<file path="src/design/pn3d_pkg.sv">
`default_nettype none
package pn3d_pkg;

  localparam int unsigned FracBits    = 16;
  localparam int unsigned OutFracBits = 14;
  localparam int unsigned CoordW      = 24;
  localparam int unsigned NoiseW      = 16;
  localparam int unsigned OffW        = FracBits + 2;  // signed t or t-1
  localparam int unsigned DotW        = OffW + 1;      // sum of two offsets
  localparam int unsigned FadeW       = FracBits + 1;
  localparam int unsigned QW          = FracBits + 4;

  typedef logic [7:0] cell_t;
  typedef logic [FracBits-1:0] frac_t;
  typedef logic signed [OffW-1:0] off_t;
  typedef logic signed [DotW-1:0] dot_t;
  typedef logic [FadeW-1:0] fade_t;

  localparam logic [7:0] PERM [256] = '{
    8'd151,8'd160,8'd137,8'd91,8'd90,8'd15,8'd131,8'd13,8'd201,8'd95,8'd96,8'd53,8'd194,
    8'd233,8'd7,8'd225,8'd140,8'd36,8'd103,8'd30,8'd69,8'd142,8'd8,8'd99,8'd37,8'd240,
    8'd21,8'd10,8'd23,8'd190,8'd6,8'd148,8'd247,8'd120,8'd234,8'd75,8'd0,8'd26,8'd197,
    8'd62,8'd94,8'd252,8'd219,8'd203,8'd117,8'd35,8'd11,8'd32,8'd57,8'd177,8'd33,8'd88,
    8'd237,8'd149,8'd56,8'd87,8'd174,8'd20,8'd125,8'd136,8'd171,8'd168,8'd68,8'd175,8'd74,
    8'd165,8'd71,8'd134,8'd139,8'd48,8'd27,8'd166,8'd77,8'd146,8'd158,8'd231,8'd83,8'd111,
    8'd229,8'd122,8'd60,8'd211,8'd133,8'd230,8'd220,8'd105,8'd92,8'd41,8'd55,8'd46,8'd245,
    8'd40,8'd244,8'd102,8'd143,8'd54,8'd65,8'd25,8'd63,8'd161,8'd1,8'd216,8'd80,8'd73,
    8'd209,8'd76,8'd132,8'd187,8'd208,8'd89,8'd18,8'd169,8'd200,8'd196,8'd135,8'd130,
    8'd116,8'd188,8'd159,8'd86,8'd164,8'd100,8'd109,8'd198,8'd173,8'd186,8'd3,8'd64,
    8'd52,8'd217,8'd226,8'd250,8'd124,8'd123,8'd5,8'd202,8'd38,8'd147,8'd118,8'd126,
    8'd255,8'd82,8'd85,8'd212,8'd207,8'd206,8'd59,8'd227,8'd47,8'd16,8'd58,8'd17,8'd182,
    8'd189,8'd28,8'd42,8'd223,8'd183,8'd170,8'd213,8'd119,8'd248,8'd152,8'd2,8'd44,8'd154,
    8'd163,8'd70,8'd221,8'd153,8'd101,8'd155,8'd167,8'd43,8'd172,8'd9,8'd129,8'd22,8'd39,
    8'd253,8'd19,8'd98,8'd108,8'd110,8'd79,8'd113,8'd224,8'd232,8'd178,8'd185,8'd112,
    8'd104,8'd218,8'd246,8'd97,8'd228,8'd251,8'd34,8'd242,8'd193,8'd238,8'd210,8'd144,
    8'd12,8'd191,8'd179,8'd162,8'd241,8'd81,8'd51,8'd145,8'd235,8'd249,8'd14,8'd239,
    8'd107,8'd49,8'd192,8'd214,8'd31,8'd181,8'd199,8'd106,8'd157,8'd184,8'd84,8'd204,
    8'd176,8'd115,8'd121,8'd50,8'd45,8'd127,8'd4,8'd150,8'd254,8'd138,8'd236,8'd205,
    8'd93,8'd222,8'd114,8'd67,8'd29,8'd24,8'd72,8'd243,8'd141,8'd128,8'd195,8'd78,8'd66,
    8'd215,8'd61,8'd156,8'd180
  };

  function automatic cell_t perm(input cell_t idx);
    return PERM[idx];
  endfunction

  // Gradient select and dot product for one corner.
  function automatic dot_t grad(input logic [3:0] h, input off_t dx, input off_t dy,
                                input off_t dz);
    off_t a;
    off_t b;
    dot_t sa;
    dot_t sb;
    a = h[3] ? dy : dx;
    if (h < 4'd4) begin
      b = dy;
    end else if (h == 4'd12 || h == 4'd14) begin
      b = dx;
    end else begin
      b = dz;
    end
    sa = DotW'(a);
    sb = DotW'(b);
    if (h[0]) sa = -sa;
    if (h[1]) sb = -sb;
    return sa + sb;
  endfunction

endpackage
`default_nettype wire

</file>
<file path="src/design/pn3d_lerp.sv">
`default_nettype none
// Registered lerp: y = a + floor((b - a) * t / 2^F).
module pn3d_lerp (
  input  wire logic                  clk_i,
  input  wire logic                  en_i,
  input  wire pn3d_pkg::dot_t        a_i,
  input  wire pn3d_pkg::dot_t        b_i,
  input  wire pn3d_pkg::fade_t       t_i,
  output      pn3d_pkg::dot_t        y_o
);
  import pn3d_pkg::*;

  logic signed [DotW:0]             diff;
  logic signed [DotW+FadeW+1:0]     prod;
  dot_t                             y_d;
  dot_t                             y_q;

  always_comb begin
    diff = (DotW+1)'(b_i) - (DotW+1)'(a_i);
    prod = (DotW+FadeW+2)'(diff) * $signed({1'b0, t_i});
    // arithmetic shift floors toward minus infinity
    y_d  = a_i + DotW'(prod >>> FracBits);
  end

  always_ff @(posedge clk_i) begin
    if (en_i) y_q <= y_d;
  end

  assign y_o = y_q;
endmodule
`default_nettype wire

</file>
<file path="config.mk">
export PLATFORM = sky130hd
export DESIGN_NAME = pn3d_lerp
export DESIGN_NICKNAME = d
export VERILOG_FILES = /design/src/design/pn3d_pkg.sv /design/src/design/pn3d_lerp.sv
export SDC_FILE = /design/constraint.sdc
export NUM_CORES = 1
export LEC_CHECK = 0
export ABC_AREA = 1
export BUFFER_PORTS_ARGS = -buffer_cell sky130_fd_sc_hd__buf_2
export CAP_MARGIN = 20
export CORE_AREA = 3 3 161 194
export DETAILED_ROUTE_END_ITERATION = 10
export DIE_AREA = 0 0 164 197
export PLACE_DENSITY = 0.66
export RECOVER_POWER = 50
export SETUP_SLACK_MARGIN = 0.2
export SYNTH_ARGS = -nofsm -noshare
export SYNTH_HDL_FRONTEND = slang
export SYNTH_SLANG_ARGS = --single-unit
</file>
<file path="constraint.sdc">
create_clock -name clk_i -period 27.3 [get_ports clk_i]
set_input_delay 8.19 -clock clk_i [delete_from_list [all_inputs] [get_ports clk_i]]
set_output_delay 8.19 -clock clk_i [all_outputs]
set_load 0.005 [all_outputs]
</file>
==> metrics.txt <==
# TYPE chip_impl_metric gauge
chip_impl_info{name="status",value="complete, no violations"} 1
chip_impl_metric{name="worstPathMaxFanout",unit=""} 11
chip_impl_metric{name="core_region_area",unit="mm²"} 0.0296
chip_impl_metric{name="seq_total_area_yosys",unit="%"} 3.90
chip_impl_metric{name="vias",unit=""} 12199
chip_impl_info{name="critPathCaptureType",value="flip-flop"} 1
chip_impl_metric{name="largest_register_ffs",unit=""} 19
chip_impl_metric{name="grt_antenna_before_repair",unit=""} 0
chip_impl_metric{name="detail_route.wirelength",unit="mm"} 42.4
chip_impl_metric{name="starting_drc_count_in_detailed_routing",unit=""} 742
chip_impl_metric{name="boundaryPins",unit=""} 76
chip_impl_metric{name="combined_global_route_utilization_of_all_metal_layers",unit="%"} 27.4
chip_impl_metric{name="dieArea",unit="mm²"} 0.0323
chip_impl_metric{name="clk_pin_slew_worst_paths",unit="ps"} 50
chip_impl_info{name="cpMostUsedCell",value="nand2_1"} 1
chip_impl_info{name="synth_area_leaders",value="fa_1 44%, inv_1 14%, ha_1 11%"} 1
chip_impl_metric{name="drv_slew",unit=""} 0
chip_impl_info{name="cpMaxStageDelayCell",value="nor4_1"} 1
chip_impl_metric{name="critical-path-max-stage-delay",unit="ps"} 530
chip_impl_metric{name="post_synth_edffs",unit=""} 19
chip_impl_metric{name="cts.repair.resized",unit=""} 0
chip_impl_metric{name="detailedRoute.firstPassIterationCount",unit=""} 8
chip_impl_metric{name="max_slew.worst_pin.slew",unit="ps"} 994
chip_impl_metric{name="number_of_hold_violations_in_the_final_report",unit=""} 0
chip_impl_metric{name="cts-hold-fix-buffers",unit=""} 0
chip_impl_info{name="start_kind",value="primary input"} 1
chip_impl_metric{name="drt.antenna.violating_nets",unit=""} 0
chip_impl_metric{name="ctsHtreeMaxLevel",unit=""} 1
chip_impl_info{name="worstSetupPathType",value="primary input to flip-flop"} 1
chip_impl_info{name="most_common_cell_after_layout_fill_and_taps_aside",value="inv_1"} 1
chip_impl_metric{name="syn_area",unit="mm²"} 0.0146
chip_impl_metric{name="post_drt_via_cell_ratio",unit=""} 5.24
chip_impl_metric{name="synthesis.area_per_instance",unit="µm²"} 7.73
chip_impl_metric{name="synth_warnings",unit=""} 0
chip_impl_info{name="tritoncts",value="done"} 1
chip_impl_info{name="synth_area_leader_cell",value="fa_1"} 1
chip_impl_metric{name="syn2layout_area_growth",unit="%"} 5.79
chip_impl_metric{name="slew_headroom",unit="%"} 33.7
chip_impl_metric{name="placementRows",unit=""} 69
chip_impl_metric{name="synth_nets",unit=""} 2396
chip_impl_metric{name="final-setup-viol-count",unit=""} 0
chip_impl_metric{name="maximum_operating_frequency",unit="GHz"} 0.0576
chip_impl_metric{name="count_of_buffers_from_port_buffering",unit=""} 75
chip_impl_metric{name="fp.dieW",unit="µm"} 164
chip_impl_metric{name="floorplan.initialDensity",unit="%"} 49.5
chip_impl_info{name="rsz0062_at_grt",value="no"} 1
chip_impl_info{name="most_frequent_cells_in_the_layout",value="528 x inv_1, 327 x nand2_1, 321 x fa_1"} 1
chip_impl_metric{name="grt_first_pass_wirelength",unit="mm"} 68.7
chip_impl_metric{name="worst_path_arrival_time",unit="ps"} 17380
chip_impl_metric{name="share_of_flip_flops_with_an_asynchronous_set_or_reset_after_synthesis",unit="%"} 0
chip_impl_metric{name="insertedDiodeCount",unit=""} 0
chip_impl_metric{name="remaining_drc_errors",unit=""} 0
chip_impl_metric{name="die_h",unit="µm"} 197
chip_impl_metric{name="cts_buffers",unit=""} 3
chip_impl_info{name="synth_flop_cell",value="edfxtp_1"} 1
chip_impl_metric{name="setup_tns",unit="ps"} 0
chip_impl_info{name="hp-class",value="primary input to flip-flop"} 1
chip_impl_metric{name="design.final.nets",unit=""} 2441
chip_impl_metric{name="largest_net_degree_at_the_start_of_global_routing",unit=""} 21
chip_impl_metric{name="routed_wire_per_std_cell",unit="µm"} 18.2
chip_impl_metric{name="post-cts-setup-buffers",unit=""} 0
chip_impl_metric{name="layout-drive-gt1-share",unit="%"} 6.29
chip_impl_metric{name="cts.sink_count",unit=""} 19
chip_impl_metric{name="clk_path_buf_depth",unit=""} 2
chip_impl_metric{name="grt_pass1_vias",unit=""} 13340
chip_impl_metric{name="layout_min_cycle_time",unit="ps"} 17380
chip_impl_metric{name="gp_congestion",unit=""} 0.936
chip_impl_metric{name="detailed_place_hpwl",unit="mm"} 37.2
chip_impl_metric{name="required_time_worst_endpoint",unit="ps"} 27310
chip_impl_metric{name="max_cap_violations",unit=""} 0
chip_impl_metric{name="synthesis.instances",unit=""} 1895
chip_impl_metric{name="yosys.cell_types.count",unit=""} 43
chip_impl_metric{name="yosys.area.top_type_share",unit="%"} 43.9
chip_impl_metric{name="synth.ff_latch_count",unit=""} 19
chip_impl_info{name="root_buffer",value="clkbuf_16"} 1
chip_impl_metric{name="grt.overflow.total",unit=""} 0
chip_impl_metric{name="post-route-period-util",unit="%"} 63.6
==> synth_stat cells (all sizes together) (2+ instances only) <==
library cell	count
o21ai	38
fa	321
ha	123
nor4	5
or2	15
o21bai	5
o2111ai	2
nor2	228
a221oi	2
xor2	27
xnor2	17
buf	9
inv	529
nand4	5
edfxtp	19
o211ai	4
o31ai	4
a21oi	84
o21a	3
a21o	2
nand3	59
a31oi	3
nand2	333
nor3	12
clkbuf	38
clkinv	3
==> worst max-delay path: cells and delay by family <==
kind,cells,cell delay [ps]
fa+ha+maj,10,4350
xor+xnor,1,90
buf+inv,7,740
simple gates,19,3140
compound gates,3,840
==> stage by stage <==
stage	hold WS [ps]	instance area, µm²	utilization, %	cells	worst slack (ps)
floorplan	8300	14600	-	1895	11330
global placement	8560	15400	52.1	2325	9650
detailed placement	8580	15400	52.1	2325	9780
CTS	8330	15500	52.3	2329	10020
global route	8350	15500	52.3	2329	9410
finish	8340	15500	52.3	2329	9920
==> area by class of cell <==
cell class / count / area (µm²)
inverters: 532 / 2000
clock buffers: 3 / 75.1
clock inverters: 1 / 5.00
fillers: 2910 / 14100
repair buffers: 87 / 458
well taps: 390 / 488
multi-input cells: 1297 / 11900
flip-flops and latches: 19 / 571
==> worst paths after layout <==
check / endpoint / start / cells past startpoint / slack [ps]
hold / removal: y_o[0] / a_i[0] / 2 / 8340
setup / recovery: y_o[18] / b_i[0] / 40 / 9920
==> kinds of logic after synthesis <==
group / share of synthesized area (%)
AND/OR/NAND/NOR: 18.3
flip-flops: 3.90
adder cells (fa/ha/maj): 54.4
AO/OA/AOI/OAI: 5.76
XOR/XNOR: 2.68
buffers and inverters: 15.0
==> layer usage <==
| metal | global-route usage (%) | wire length (µm) |
|---|---|---|
| met1 | 33.9 | 16400 |
| met5 | 0 | 0 |
| met2 | 49.3 | 21800 |
| met4 | 8.71 | 1620 |
| met3 | 3.68 | 2590 |
Power is not shown: default switching activity piles up to over one toggle a cycle in this logic, so the estimate is an artifact.
